[config.mk]
export PLATFORM = sky130hd
export DESIGN_NAME = websocket_frame_receive_deframer_unit_flat
export DESIGN_NICKNAME = d
export VERILOG_FILES = /design/src/hdl/wsfrd_pkg.sv /design/src/hdl/wsfrd_channel_if.sv /design/src/hdl/wsfrd_parser.sv /design/src/hdl/wsfrd_out_reg.sv /design/src/hdl/websocket_frame_receive_deframer_unit.sv /design/src/flat_wrapper.sv
export SDC_FILE = /design/constraint.sdc
export NUM_CORES = 1
export LEC_CHECK = 0
export ABC_AREA = 1
export BUFFER_PORTS_ARGS = -buffer_cell sky130_fd_sc_hd__buf_2
export CORE_AREA = 3 3 179 181
export DETAILED_ROUTE_END_ITERATION = 7
export DIE_AREA = 0 0 182 184
export HOLD_SLACK_MARGIN = 0.06
export MAX_ROUTING_LAYER = met4
export PLACE_DENSITY_LB_ADDON = 0.1
export SYNTH_ARGS = -nofsm -noshare
export SYNTH_HDL_FRONTEND = slang
export SYNTH_HIERARCHICAL = 1
export SYNTH_SLANG_ARGS = --single-unit
[constraint.sdc]
create_clock -name clock -period 10 [get_ports clock]
set_clock_uncertainty 0.05 [all_clocks]
set_input_delay 1 -clock clock [delete_from_list [all_inputs] [get_ports clock]]
set_output_delay 1 -clock clock [all_outputs]
set_load 0.005 [all_outputs]
[src/hdl/wsfrd_pkg.sv]
// shared types and constants for the websocket receive deframer
// no dependencies; imported by the parser, the result register and the top level
package wsfrd_pkg;

   localparam int LEN_BITS = 64;
   localparam logic [LEN_BITS-1:0] LEN_MASK = {LEN_BITS{1'b1}};

   localparam logic [3:0] OPC_CLOSE   = 4'h8;
   localparam logic [6:0] LEN7_EXT16  = 7'd126;
   localparam logic [6:0] LEN7_EXT64  = 7'd127;
   localparam logic [3:0] EXT16_BYTES = 4'd2;
   localparam logic [3:0] EXT64_BYTES = 4'd8;

   typedef enum logic [2:0] {
      PH_HDR0,
      PH_HDR1,
      PH_EXT,
      PH_PAY,
      PH_ERR
   } phase_type;

   typedef struct packed {
      logic [7:0] payload_byte;
      logic       byte_valid;
      logic       message_end;
      logic [3:0] lead_opcode;
      logic       close_seen;
      logic       masked_error;
   } result_type;

endpackage

[src/hdl/wsfrd_channel_if.sv]
// valid/ready channels for the websocket receive deframer
// request carries received bytes, response carries result items
interface wsfrd_req_if;
   logic       valid;
   logic       ready;
   logic [7:0] rx_byte;

   modport source (output valid, output rx_byte, input ready);
   modport sink (input valid, input rx_byte, output ready);
endinterface

interface wsfrd_rsp_if;
   logic       valid;
   logic       ready;
   logic [7:0] payload_byte;
   logic       byte_valid;
   logic       message_end;
   logic [3:0] lead_opcode;
   logic       close_seen;
   logic       masked_error;

   modport source (output valid, output payload_byte, output byte_valid,
                   output message_end, output lead_opcode,
                   output close_seen, output masked_error, input ready);
   modport sink (input valid, input payload_byte, input byte_valid,
                 input message_end, input lead_opcode,
                 input close_seen, input masked_error, output ready);
endinterface

[src/hdl/wsfrd_parser.sv]
// frame parse state and per-byte result logic
// depends on wsfrd_pkg
module wsfrd_parser (
   input  logic                  clock,
   input  logic                  reset,
   input  logic                  accept,
   input  logic [7:0]            rx_byte,
   output logic                  emit,
   output wsfrd_pkg::result_type result
);
   import wsfrd_pkg::*;

   phase_type             phase_ff, phase_in;
   logic                  final_ff, final_in;
   logic [3:0]            opcode_ff, opcode_in;
   logic [LEN_BITS-1:0]   acc_ff, acc_in;
   logic [3:0]            left_ff, left_in;
   logic [LEN_BITS-1:0]   rem_ff, rem_in;
   logic [3:0]            msg_opc_ff, msg_opc_in;
   logic                  inside_ff, inside_in;

   logic                  is_ctrl;
   logic                  is_close;
   logic [6:0]            len7;
   logic                  ext_sat;
   logic [LEN_BITS-1:0]   acc_next;
   logic [3:0]            left_next;
   logic                  known_hdr;
   logic                  known_ext;
   logic [LEN_BITS-1:0]   known_len;
   logic                  known_zero;
   logic                  start_msg;
   logic [3:0]            msg_opc_eff;
   logic [LEN_BITS-1:0]   rem_next;
   logic                  pay_last;

   assign is_ctrl   = opcode_ff[3];
   assign is_close  = (opcode_ff == OPC_CLOSE);
   assign len7      = rx_byte[6:0];
   // saturate once the next shift would overflow the length width
   assign ext_sat   = |acc_ff[LEN_BITS-1 -: 8];
   assign acc_next  = ext_sat ? LEN_MASK : {acc_ff[LEN_BITS-9:0], rx_byte};
   assign left_next = (left_ff != 4'd0) ? left_ff - 4'd1 : 4'd0;
   assign known_hdr = (phase_ff == PH_HDR1) && !rx_byte[7] &&
                      (len7 != LEN7_EXT16) && (len7 != LEN7_EXT64);
   assign known_ext = (phase_ff == PH_EXT) && (left_next == 4'd0);
   assign known_len = known_hdr ? {{(LEN_BITS-7){1'b0}}, len7} : acc_next;
   assign known_zero = (known_len == '0);
   assign start_msg = !is_ctrl && !inside_ff;
   assign msg_opc_eff = start_msg ? opcode_ff : msg_opc_ff;
   assign rem_next  = (rem_ff != '0) ? rem_ff - {{(LEN_BITS-1){1'b0}}, 1'b1} : '0;
   assign pay_last  = (rem_next == '0);

   // next state
   always_comb begin
      phase_in   = phase_ff;
      final_in   = final_ff;
      opcode_in  = opcode_ff;
      acc_in     = acc_ff;
      left_in    = left_ff;
      rem_in     = rem_ff;
      msg_opc_in = msg_opc_ff;
      inside_in  = inside_ff;
      if (accept) begin
         case (phase_ff)
            PH_HDR0: begin
               final_in  = rx_byte[7];
               opcode_in = rx_byte[3:0];
               phase_in  = PH_HDR1;
            end
            PH_HDR1: begin
               acc_in = '0;
               if (rx_byte[7]) begin
                  phase_in = PH_ERR;
               end else if (len7 == LEN7_EXT16) begin
                  left_in  = EXT16_BYTES;
                  phase_in = PH_EXT;
               end else if (len7 == LEN7_EXT64) begin
                  left_in  = EXT64_BYTES;
                  phase_in = PH_EXT;
               end else begin
                  rem_in = known_len;
               end
            end
            PH_EXT: begin
               acc_in  = acc_next;
               left_in = left_next;
               if (known_ext) begin
                  rem_in = known_len;
               end
            end
            PH_PAY: begin
               rem_in = rem_next;
               if (pay_last) begin
                  phase_in = PH_HDR0;
                  if (!is_ctrl && final_ff) begin
                     inside_in = 1'b0;
                  end
               end
            end
            default: begin
               phase_in = phase_ff;
            end
         endcase
         // length just became known: open a message if a new data frame starts one, and finish empty frames
         if (known_hdr || known_ext) begin
            if (start_msg) begin
               msg_opc_in = opcode_ff;
               inside_in  = 1'b1;
            end
            if (known_zero) begin
               phase_in = PH_HDR0;
               if (!is_ctrl && final_ff) begin
                  inside_in = 1'b0;
               end
            end else begin
               phase_in = PH_PAY;
            end
         end
      end
   end

   // result for the byte being transferred
   always_comb begin
      emit   = 1'b0;
      result = '0;
      if (accept) begin
         case (phase_ff)
            PH_HDR1, PH_EXT: begin
               if ((phase_ff == PH_HDR1) && rx_byte[7]) begin
                  emit                = 1'b1;
                  result.masked_error = 1'b1;
               end else if ((known_hdr || known_ext) && known_zero) begin
                  if (is_ctrl) begin
                     emit              = is_close;
                     result.close_seen = is_close;
                  end else if (final_ff) begin
                     emit               = 1'b1;
                     result.message_end = 1'b1;
                     result.lead_opcode = msg_opc_eff;
                  end
               end
            end
            PH_PAY: begin
               if (is_ctrl) begin
                  emit              = pay_last && is_close;
                  result.close_seen = pay_last && is_close;
               end else begin
                  emit                = 1'b1;
                  result.payload_byte = rx_byte;
                  result.byte_valid   = 1'b1;
                  result.message_end  = pay_last && final_ff;
                  result.lead_opcode  = msg_opc_ff;
               end
            end
            default: begin
               emit = 1'b0;
            end
         endcase
      end
   end

   always_ff @(posedge clock) begin
      if (reset) begin
         phase_ff   <= PH_HDR0;
         final_ff   <= 1'b0;
         opcode_ff  <= 4'd0;
         acc_ff     <= '0;
         left_ff    <= 4'd0;
         rem_ff     <= '0;
         msg_opc_ff <= 4'd0;
         inside_ff  <= 1'b0;
      end else begin
         phase_ff   <= phase_in;
         final_ff   <= final_in;
         opcode_ff  <= opcode_in;
         acc_ff     <= acc_in;
         left_ff    <= left_in;
         rem_ff     <= rem_in;
         msg_opc_ff <= msg_opc_in;
         inside_ff  <= inside_in;
      end
   end

endmodule

[src/hdl/wsfrd_out_reg.sv]
// result register between the parser and the response channel
// depends on wsfrd_pkg
module wsfrd_out_reg (
   input  logic                  clock,
   input  logic                  reset,
   input  logic                  load,
   input  wsfrd_pkg::result_type load_data,
   output logic                  take_ready,
   output logic                  out_valid,
   input  logic                  out_ready,
   output wsfrd_pkg::result_type out_data
);
   import wsfrd_pkg::*;

   logic       valid_ff, valid_in;
   result_type data_ff;

   // a new result may enter when the register is empty or the held one leaves in this cycle
   assign take_ready = !valid_ff || out_ready;

   always_comb begin
      if (load) begin
         valid_in = 1'b1;
      end else if (out_ready) begin
         valid_in = 1'b0;
      end else begin
         valid_in = valid_ff;
      end
   end

   always_ff @(posedge clock) begin
      if (reset) begin
         valid_ff <= 1'b0;
      end else begin
         valid_ff <= valid_in;
      end
   end

   always_ff @(posedge clock) begin
      if (load) begin
         data_ff <= load_data;
      end
   end

   assign out_valid = valid_ff;
   assign out_data  = data_ff;

endmodule

[src/hdl/websocket_frame_receive_deframer_unit.sv]
// websocket receive deframer: one received byte per transfer, zero or one result each
// a result is registered and is valid in the cycle after the byte that causes it is transferred
// throughput: one byte per cycle while no held result is stalled, set by the parse update and the result register
// reset is synchronous and clears the parse phase, the message state and any held result
// a masked frame reports once, then all later bytes are dropped until reset
module websocket_frame_receive_deframer_unit (
   input logic       clock,
   input logic       reset,
   wsfrd_req_if.sink   req_chan,
   wsfrd_rsp_if.source rsp_chan
);
   import wsfrd_pkg::*;

   logic       accept;
   logic       emit;
   logic       take_ready;
   result_type step_result;
   result_type rsp_data;

   assign req_chan.ready = take_ready;
   assign accept         = req_chan.valid && take_ready;

   wsfrd_parser u_parser (
      .clock   (clock),
      .reset   (reset),
      .accept  (accept),
      .rx_byte (req_chan.rx_byte),
      .emit    (emit),
      .result  (step_result)
   );

   wsfrd_out_reg u_out_reg (
      .clock      (clock),
      .reset      (reset),
      .load       (emit),
      .load_data  (step_result),
      .take_ready (take_ready),
      .out_valid  (rsp_chan.valid),
      .out_ready  (rsp_chan.ready),
      .out_data   (rsp_data)
   );

   assign rsp_chan.payload_byte = rsp_data.payload_byte;
   assign rsp_chan.byte_valid   = rsp_data.byte_valid;
   assign rsp_chan.message_end  = rsp_data.message_end;
   assign rsp_chan.lead_opcode  = rsp_data.lead_opcode;
   assign rsp_chan.close_seen   = rsp_data.close_seen;
   assign rsp_chan.masked_error = rsp_data.masked_error;

endmodule

[src/flat_wrapper.sv]
// flat-port wrapper written by rule: the top's interface ports become plain ports
module websocket_frame_receive_deframer_unit_flat import wsfrd_pkg::*;
  (clock, reset, req_chan_valid, req_chan_rx_byte, req_chan_ready, rsp_chan_valid, rsp_chan_payload_byte, rsp_chan_byte_valid, rsp_chan_message_end, rsp_chan_lead_opcode, rsp_chan_close_seen, rsp_chan_masked_error, rsp_chan_ready);
  wsfrd_req_if req_chan_i ();
  wsfrd_rsp_if rsp_chan_i ();
  input logic clock;
  input logic reset;
  input wire logic [$bits(req_chan_i.valid)-1:0] req_chan_valid;
  input wire logic [$bits(req_chan_i.rx_byte)-1:0] req_chan_rx_byte;
  output wire logic [$bits(req_chan_i.ready)-1:0] req_chan_ready;
  output wire logic [$bits(rsp_chan_i.valid)-1:0] rsp_chan_valid;
  output wire logic [$bits(rsp_chan_i.payload_byte)-1:0] rsp_chan_payload_byte;
  output wire logic [$bits(rsp_chan_i.byte_valid)-1:0] rsp_chan_byte_valid;
  output wire logic [$bits(rsp_chan_i.message_end)-1:0] rsp_chan_message_end;
  output wire logic [$bits(rsp_chan_i.lead_opcode)-1:0] rsp_chan_lead_opcode;
  output wire logic [$bits(rsp_chan_i.close_seen)-1:0] rsp_chan_close_seen;
  output wire logic [$bits(rsp_chan_i.masked_error)-1:0] rsp_chan_masked_error;
  input wire logic [$bits(rsp_chan_i.ready)-1:0] rsp_chan_ready;
  assign req_chan_i.valid = req_chan_valid;
  assign req_chan_i.rx_byte = req_chan_rx_byte;
  assign req_chan_ready = req_chan_i.ready;
  assign rsp_chan_valid = rsp_chan_i.valid;
  assign rsp_chan_payload_byte = rsp_chan_i.payload_byte;
  assign rsp_chan_byte_valid = rsp_chan_i.byte_valid;
  assign rsp_chan_message_end = rsp_chan_i.message_end;
  assign rsp_chan_lead_opcode = rsp_chan_i.lead_opcode;
  assign rsp_chan_close_seen = rsp_chan_i.close_seen;
  assign rsp_chan_masked_error = rsp_chan_i.masked_error;
  assign rsp_chan_i.ready = rsp_chan_ready;
  websocket_frame_receive_deframer_unit u_core (.clock(clock), .reset(reset), .req_chan(req_chan_i), .rsp_chan(rsp_chan_i));
endmodule
==> metrics.cfg, run 1 <==
[logic_synthesis]
seq_area_frac_synth_pct=32.1
yosys_register_bits=162
synth-edff-count=16
synth_top_family_by_area=simple AND/OR/NAND/NOR gates
synth_top_cells_by_area=dfxtp_1 (28%), nand2_1 (17%), nor2_1 (10%)
synth_async_sr_flop_share_pct=0
synth_nets=1746
synth_compound_gate_area_share_pct=14.3
synth_top_area_share_pct=27.6
synthFlopType=dfxtp_1
synthCells=1733
syn_area_um2=10600
synthTopCellsByCount=nand2_1 (489), nor2_1 (292), dfxtp_1 (146), inv_1 (138), nand3_1 (128)
yosysTopAreaCell=dfxtp_1
ys_warn_count=6
synth_xor_area_share_pct=0.744
yosys.cell_count.top_type=nand2_1
synthAdderAreaFrac_pct=0.118
ys_types=46
muxShareOfSynthArea_pct=0
synth.avg_cell_area_um2=6.12
synthSimpleGateAreaFrac_pct=44.4

[layout]
nFillCells=3487
area_growth_pct=9.23
multi_input_area_um2=6320
seq_area_um2=3400
final_cells=2123
fin_nets=1726
layout-drive-gt1-share_pct=11.1

[placed_design]
dp_hpwl_um=31400
placed_cells=2090
portBuffers=29
place_congestion=0.940
post-place-ws_ns=5.70

[power]
clkPwrFrac_pct=29.7
leakage_nw=5.17
comb_power_share_pct=37.5
power_density_nw_per_um2=199
sw_frac_of_total_pct=43.2
power_w=0.00231
internal_power_w=0.00131
pwr-share-seq_pct=32.8
switchingPower_w=0.000997
peakVddDrop_mv=0.105

[worst_hold_path]
hold_path.class=register to register

[global_route]
grt_pass1_wl_um=64700
gr-total-overflow=0
grt_max_degree=92
antenna_found_initial=0
grt_use_total_pct=25.8
grt_pass1_vias=10920

[drt]
drc=0
postRouteAntennaNets=0
drt_iter0_markers=1056
num_vias=11431
firstDrtPassIters=6
wl_per_cell_um=19.9
avgViaCountPerCell=5.38
wl_um=42200

[floorplan]
die_area_um2=33500
io_pins=30
core_um2=30600
die_y_um=184
start_util_pct=34.6
dieWidth_um=182
rows=64

[timing]
max_slew_margin_pct=26.8
setup_viol=0
final.setup.tns_ns=0
fmax_ghz=0.242
worst_pin_slew_ns=1.10
hold_viol_final=0
finalCriticalPeriod_ns=4.14
grt_setup_unrepaired=false
fin_ws_ns=5.86
drv_slew=0
timing.final.crit_share_pct=41.4
whs_ns=0.411

[cts]
cts_resized=0
clk_latency_ns=0.44
clk_pin_slew_ns=0.07
clock-sinks=162
htreeDepth=4
cts.root.buffer_cell=clkbuf_16
holdBufCountCts=0
cts_tree=built
cts_setup_buffers=0
cts_buffers=17
clock_path_buffers=2

[run_status]
status=finished clean

[critical_path]
required_ns=10.08
worst_setup_path_end_kind=register
path_max_fanout=68
cp-start-kind=register
slowest_delay_ns=0.45
critPathTopFamily=simple AND/OR/NAND/NOR gates
path_cells=inv_2, ha_1, nand2_2, nor2_4, nand2_2, nor2_4, nand2_4, nand3_1, nand3_1, nor3_1, nand3_1, nor2_1, and2_2, nand3_2, a21oi_1, buf_4
arrival_ns=4.22
crit_buf_inv=2
cpMostUsedCell=nand3_1
timing_worst_setup_path_type=register to register
crit_path_top_delay_cell=nand3_1

[run]
maxCapViolations=0

[kinds of logic (layout without fill, tap and decap cells)]
logic type                 after synthesis  count (layout)
xor gates and xnor gates                 9               9
other                                    0               1
adders and majority gates                1               1
AOI/OAI and AO/OA                      259             259
and+or+nand+nor                       1080            1080
buffers and inverters                  222             215
DFF                                    162             162
[cell usage in the layout (no fill, tap or decap), drive strengths merged, types with 4 or more instances in the layout]
cell type / synthesis / layout
xor2: 6 / 6
a211oi: 14 / 14
nand2: 498 / 498
a31oi: 26 / 26
o21ai: 85 / 85
nor2: 315 / 315
buf: 21 / 37
edfxtp: 16 / 16
or2: 58 / 58
clkbuf: 55 / 18
a21oi: 103 / 103
nand3: 133 / 133
inv: 146 / 153
o221a: 16 / 16
nor4: 4 / 4
dfxtp: 146 / 146
and2: 5 / 5
nor3: 22 / 22
o31a: 4 / 4
nand4: 44 / 44
[per-stage QoR]
| step | cell area, um2 | util, % |
|---|---|---|
| 2_1_floorplan | 10600 | - |
| 3_3_place_gp | 11000 | 35.9 |
| 3_5_place_dp | 11000 | 35.9 |
| 4_1_cts | 11600 | 37.8 |
| 5_1_grt | 11600 | 37.8 |
| 6_report | 11600 | 37.8 |
[layer usage]
metal / share of wire (%) / wire (um) / global-route usage, % / vias up
met2: 44 / 18600 / 39.2 / 347
met4: 3.9 / 1630 / 10.7 / 0
met3: 5.2 / 2200 / 4.02 / 77
met5: 0 / 0 / - / -
met1: 47 / 19800 / 34.4 / 5377
li1: - / - / - / 5630
[area by class of cell]
cell class	count	area share, %
multi-input combinational	1349	54.6
sequential	162	29.4
inverter	146	4.73
tap	396	4.28
clock buffer	18	3.71
timing repair buffer	37	1.79
clock inverter	14	1.44
antenna	1	0.0216
[final timing paths]
path | from | end | slack, ns | cells past startpoint
hold reg to reg | u_core/u_parser/acc_ff[8] | u_core/u_parser/acc_ff[8] | 0.41 | 2
setup / recovery | u_core/u_parser/rem_ff[0] | u_core/u_out_reg/out_data[11] | 5.86 | 16
hold / removal | u_core/u_parser/acc_ff[8] | u_core/u_parser/acc_ff[8] | 0.41 | 2
setup reg to reg | u_core/u_parser/rem_ff[0] | u_core/u_out_reg/out_data[11] | 5.86 | 16
[flip-flops by register name (all words and copies together), names as in the netlist]
| name | cells |
|---|---|
| u_core/u_out_reg/out_valid | 1 |
| u_core/u_parser/phase_ff | 3 |
| u_core/u_parser/acc_ff | 64 |
| u_core/u_parser/inside_ff | 1 |
| u_core/u_parser/final_ff | 1 |
| u_core/u_out_reg/out_data | 16 |
| u_core/u_parser/rem_ff | 64 |
| u_core/u_parser/left_ff | 4 |
| u_core/u_parser/opcode_ff | 4 |
| u_core/u_parser/msg_opc_ff | 4 |
[worst reg2reg max path: cells and delay by family (launching register included)]
kind / cells / cell delay (ns)
AND/OR/NAND/NOR: 12 / 2.67
buffers and inverters: 2 / 0.35
AO/OA/AOI/OAI: 1 / 0.18
flip-flops: 1 / 0.33
adder cells (fa/ha/maj): 1 / 0.24
[power groups by stage]
stage | sequential (W) | clock [W] | combinational [W]
finish | 0.000757 | 0.000684 | 0.000866
global route | 0.000763 | 0.000723 | 0.000965
CTS | 0.000755 | 0.000697 | 0.000853
detailed placement | 0.000770 | 0 | 0.000850
global placement | 0.000770 | 0 | 0.000853
floorplan | 0.000750 | 0 | 0.000600
No activity file was read; power rests on OpenSTA's default activity.
==> inputs of run 2 (changes only) <==
Settings changed: ABC_AREA 1 to 0, CORE_AREA 3 3 179 181 to 3 3 170 172, DIE_AREA 0 0 182 184 to 0 0 173 175.
Clock period 10 ns to 3.91 ns, I/O delays scaled along.
==> run 2 against run 1 <==
Worst setup slack worse by 5.8 ns; synthesized cell count down 25%; global-route usage down 0.071 points; final area up 1.2%; utilization up 4.6 points; wire length down 7.9%; critical path type unchanged; critical endpoint is now u_core/u_out_reg/out_data[5].
==> metrics.cfg, run 2 <==
[run_status]
status=finished clean

[power]
sw_frac_of_total_pct=34.6
peakVddDrop_mv=0.281
clkPwrFrac_pct=35.8
switchingPower_w=0.00185
pwr-share-seq_pct=32.8
comb_power_share_pct=31.4
leakage_nw=4.32
internal_power_w=0.00348
power_density_nw_per_um2=455

[drt]
wl_um=38900
drt_iter0_markers=1236
num_vias=10465
firstDrtPassIters=6
postRouteAntennaNets=0
wl_per_cell_um=22.0
drc=0
avgViaCountPerCell=5.92

[timing]
setup_viol=0
max_slew_margin_pct=31.4
drv_slew=0
hold_viol_final=0
fin_ws_ns=0.0477
grt_setup_unrepaired=true
timing.final.crit_share_pct=98.8
worst_pin_slew_ns=1.02
finalCriticalPeriod_ns=3.86
fmax_ghz=0.259

[cts]
cts_buffers=17
clk_latency_ns=0.43
htreeDepth=4
clock-sinks=162
cts_tree=built
holdBufCountCts=0
clock_path_buffers=2
cts.root.buffer_cell=clkbuf_16
clk_pin_slew_ns=0.07

[floorplan]
rows=61
die_area_um2=30300
io_pins=30
dieWidth_um=173
core_um2=27600
start_util_pct=34.6
die_y_um=175

[layout]
fin_util_pct=42.4
final_common_cell=o21ai_0
layout_common_cells=o21ai_0 (186), dfxtp_1 (144), nor2_1 (138)
fin_nets=1388
layout-drive-gt1-share_pct=19.2
final_area_um2=11700
area_growth_pct=22.7

[logic_synthesis]
ys_types=70
synth_async_sr_flop_share_pct=0
synthFlopType=dfxtp_1
synthCells=1300
seq_area_frac_synth_pct=35.6
yosys.cell_count.top_type=o21ai_0
synth-edff-count=16
synthTopCellsByCount=o21ai_0 (189), dfxtp_1 (146), nor2_1 (140), nand2_1 (137), a21oi_1 (127)
syn_area_um2=9550
synth_top_cells_by_area=dfxtp_1 (31%), o21ai_0 (9.9%), a21oi_1 (6.7%)
synth_top_area_share_pct=30.6
synth.avg_cell_area_um2=7.35
synth_nets=1313
ys_warn_count=6
yosysTopAreaCell=dfxtp_1
yosys_register_bits=162

[global_route]
gr-total-overflow=0
grt_pass1_vias=9695
antenna_found_initial=1
grt_use_total_pct=25.8
grt_max_degree=82
grt_pass1_wl_um=59300

[placed_design]
post-place-ws_ns=0.0252
place_congestion=0.983
dp_hpwl_um=28100
placed_area_um2=10900
portBuffers=29

[critical_path]
cp-start-kind=register
path_max_fanout=17
required_ns=4.00
timing_worst_setup_path_type=register to register
r2r_cells=12
arrival_ns=3.96
worst_setup_path_end_kind=register

[worst_hold_path]
hold_path.class=primary input to register
hold_depth=3

[run]
maxCapViolations=0

[run 2: critical path: stages, from the launching register on]
cell,delay [ns]
dfxtp_2,0.33
or4_4,0.54
or4_4,0.60
or4_4,0.58
o21a_1,0.20
nor4_2,0.16
nand4_1,0.16
nor4_2,0.17
buf_4,0.18
o21a_1,0.17
o21ai_2,0.08
a21oi_4,0.16
buf_12,0.17
[run 2: worst paths after layout]
kind | from | endpoint | slack [ns]
setup reg to reg | u_core/u_parser/rem_ff[0] | u_core/u_out_reg/out_data[5] | 0.05
hold / removal | rsp_chan_ready | u_core/u_out_reg/out_valid | 0.19
setup / recovery | u_core/u_parser/rem_ff[0] | u_core/u_out_reg/out_data[5] | 0.05
hold reg to reg | u_core/u_parser/acc_ff[56] | u_core/u_parser/acc_ff[56] | 0.41
[run 2: area by class of cell]
class	instances	area (um2)
diodes	1	2.50
clock buffers	18	433
clock inverters	14	216
fillers	2946	15900
inverters	16	60.1
multi-input cells	1013	5900
flip-flops and latches	162	3410
well taps	378	473
repair buffers	165	1230
[run 2: logic make-up after synthesis]
family	Yosys count	synth area share (%)
AO/OA/AOI/OAI	425	25.6
XOR/XNOR	24	2.20
adder cells (fa/ha/maj)	1	0.131
buffers and inverters	125	5.15
flip-flops	162	35.6
multiplexers	12	1.27
AND/OR/NAND/NOR	551	30.0
[run 2: per-layer routing]
layer / vias to the layer above / global-route usage, % / routed length (um)
li1: 4950 / - / -
met1: 5099 / 38.1 / 18800
met2: 374 / 36.2 / 16700
met3: 42 / 4.28 / 2540
met4: 0 / 6.82 / 764
met5: - / - / 0
[run 2: power groups by stage]
stage | combinational (W) | clock, W | sequential (W)
finish | 0.00167 | 0.00191 | 0.00175
global route | 0.00179 | 0.00200 | 0.00175
CTS | 0.00156 | 0.00193 | 0.00174
global placement | 0.00155 | 0 | 0.00178
detailed placement | 0.00154 | 0 | 0.00178
floorplan | 0.000891 | 0 | 0.00177
[run 2: what timing repair did]
action                                 in CTS  in global routing
resized for setup                           3                 33
pin swaps                                   0                  6
setup endpoints to repair                  16                 19
endpoints found under the hold margin       0                  0
buffers inserted                            2                  0
[run 2: metrics by stage]
| stage | total power (W) | setup TNS [ns] | hold slack [ns] | cells |
|---|---|---|---|---|
| 6_report | 0.00533 | 0 | 0.189 | 1767 |
| 5_1_grt | 0.00553 | -1.57 | 0.205 | 1766 |
| 4_1_cts | 0.00524 | 0 | 0.177 | 1766 |
| 3_5_place_dp | 0.00332 | 0 | 0.402 | 1732 |
| 3_3_place_gp | 0.00333 | 0 | 0.396 | 1732 |
| 2_1_floorplan | 0.00266 | 0 | 0.386 | 1300 |
==> inputs of run 3 (changes only) <==
Settings changed: SETUP_SLACK_MARGIN set to 0.1.
==> run 3 against run 2 <==
Critical path depth up 3; largest power group is now combinational cells; largest cell class unchanged; clock-buffer cell count fell by 1; power down 2.5%; combinational power grew 5%; first-iteration DRC count shrank 8.6%.
==> metrics.cfg, run 3 (synthesis gave the netlist of run 2 again) <==
[run_status]
status=finished clean

[drt]
avgViaCountPerCell=5.88
drt_iter0_markers=1130
wl_um=39700
num_vias=10512
postRouteAntennaNets=0
drc=0
firstDrtPassIters=5
wl_per_cell_um=22.2

[cts]
clock-sinks=162
clk_latency_ns=0.45
htreeDepth=4
clk_pin_slew_ns=0.07
clock_path_buffers=2
cts_buffers=17
cts_tree=built
cts.root.buffer_cell=clkbuf_16
holdBufCountCts=0

[floorplan]
core_um2=27600
start_util_pct=34.6
dieWidth_um=173
die_area_um2=30300
rows=61
die_y_um=175
io_pins=30

[placed_design]
portBuffers=29
place_congestion=0.950
dp_hpwl_um=29200

[critical_path]
path_cells=or4_4, or4_4, or4_4, buf_6, nor4_4, nor4_2, nand4_1, nor4_2, buf_4, o21a_4, o21ai_2, a21oi_4, buf_12, inv_1, a21oi_2
crit_path_top_delay_cell=or4_4
r2r_cells=15
path_max_fanout=17
cp_num_cells=15
timing_worst_setup_path_type=register to register
required_ns=4.15
slowest_delay_ns=0.62
arrival_ns=4.13
critPathTopFamily=simple AND/OR/NAND/NOR gates
worst_setup_path_end_kind=register
cp-start-kind=register
crit_buf_inv=4
cpMostUsedCell=or4_4

[power]
clkPwrFrac_pct=32.7
pwr-share-seq_pct=33.5
power_density_nw_per_um2=440
switchingPower_w=0.00191
power_w=0.00519
peakVddDrop_mv=0.274
internal_power_w=0.00329
leakage_nw=4.40
comb_power_share_pct=33.8
sw_frac_of_total_pct=36.7

[global_route]
met2_usage_pct=37.2
gr-total-overflow=0
grt_pass1_vias=9627
met1_usage_pct=39.5
grt_pass1_wl_um=60700
grt_use_total_pct=26.4
top_usage_layer=met1
antenna_found_initial=1
use_met3_pct=4.04
grt_max_degree=79

[layout]
fin_nets=1409
nFillCells=2944
layout_common_cells=o21ai_0 (186), buf_4 (149), dfxtp_1 (144)
final_common_cell=o21ai_0
seq_area_um2=3410
area_growth_pct=23.8
multi_input_area_um2=5900
layout-drive-gt1-share_pct=20.3
fin_util_pct=42.8

[timing]
finalCriticalPeriod_ns=3.89
max_slew_margin_pct=35.8
timing.final.crit_share_pct=99.6
setup_viol=0
fmax_ghz=0.257
grt_setup_unrepaired=true
hold_viol_final=0
worst_pin_slew_ns=0.963
drv_slew=0
whs_ns=0.185

[worst_hold_path]
hold_depth=3
hold_path.class=primary input to register

[run]
maxCapViolations=0

## run 3: worst paths after layout
kind	startpoint	endpoint	slack, ns
hold / removal	rsp_chan_ready	u_core/u_out_reg/out_valid	0.18
hold reg to reg	u_core/u_parser/acc_ff[61]	u_core/u_parser/acc_ff[61]	0.41
setup / recovery	u_core/u_parser/rem_ff[6]	u_core/u_out_reg/out_valid	0.02
setup reg to reg	u_core/u_parser/rem_ff[6]	u_core/u_out_reg/out_valid	0.02
## run 3: final cells by class
type                       instances  share of cell area [%]
tap                              378                    4.00
clock inverter                    15                    1.20
antenna                            1                  0.0212
inverter                          16                   0.508
clock buffer                      17                    3.60
multi-input combinational       1013                    49.9
timing repair buffer             186                    12.0
sequential                       162                    28.8
## run 3: per-layer routing
layer	vias up	routed length, um
li1	4986	-
met1	5141	19600
met2	350	16900
met3	35	2620
met4	0	566
met5	-	0
## run 3: stage by stage
stage / std cells / area, um2 / setup WS [ns] / TNS, ns
2_1_floorplan: 1300 / 9610 / 0.0622 / 0
3_3_place_gp: 1749 / 11000 / -0.108 / -1.76
3_5_place_dp: 1749 / 11000 / -0.0921 / -1.53
4_1_cts: 1781 / 11700 / -0.0205 / -0.226
5_1_grt: 1787 / 11800 / -0.143 / -2.44
6_report: 1788 / 11800 / 0.0176 / 0
## run 3: power by group through the flow
| stage | sequential, W | combinational [W] | clock, W |
|---|---|---|---|
| final | 0.00174 | 0.00176 | 0.00170 |
| after global routing | 0.00175 | 0.00188 | 0.00179 |
| after CTS | 0.00174 | 0.00166 | 0.00173 |
| after detailed placement | 0.00178 | 0.00162 | 0 |
| after global placement | 0.00178 | 0.00164 | 0 |
| after floorplan | 0.00177 | 0.000901 | 0 |
## run 3: repair_timing
item,CTS,global route
pin swaps,1,7
setup endpoints to repair,19,21
gates resized for setup,15,18
buffers inserted,0,7
endpoints found under the hold margin,0,0
## run 3: tightest hold or removal path: cells and delay by family
kind / cells / cell delay [ns]
compound gates: 1 / 0.05
simple gates: 1 / 0.12
buf+inv: 1 / 0.07
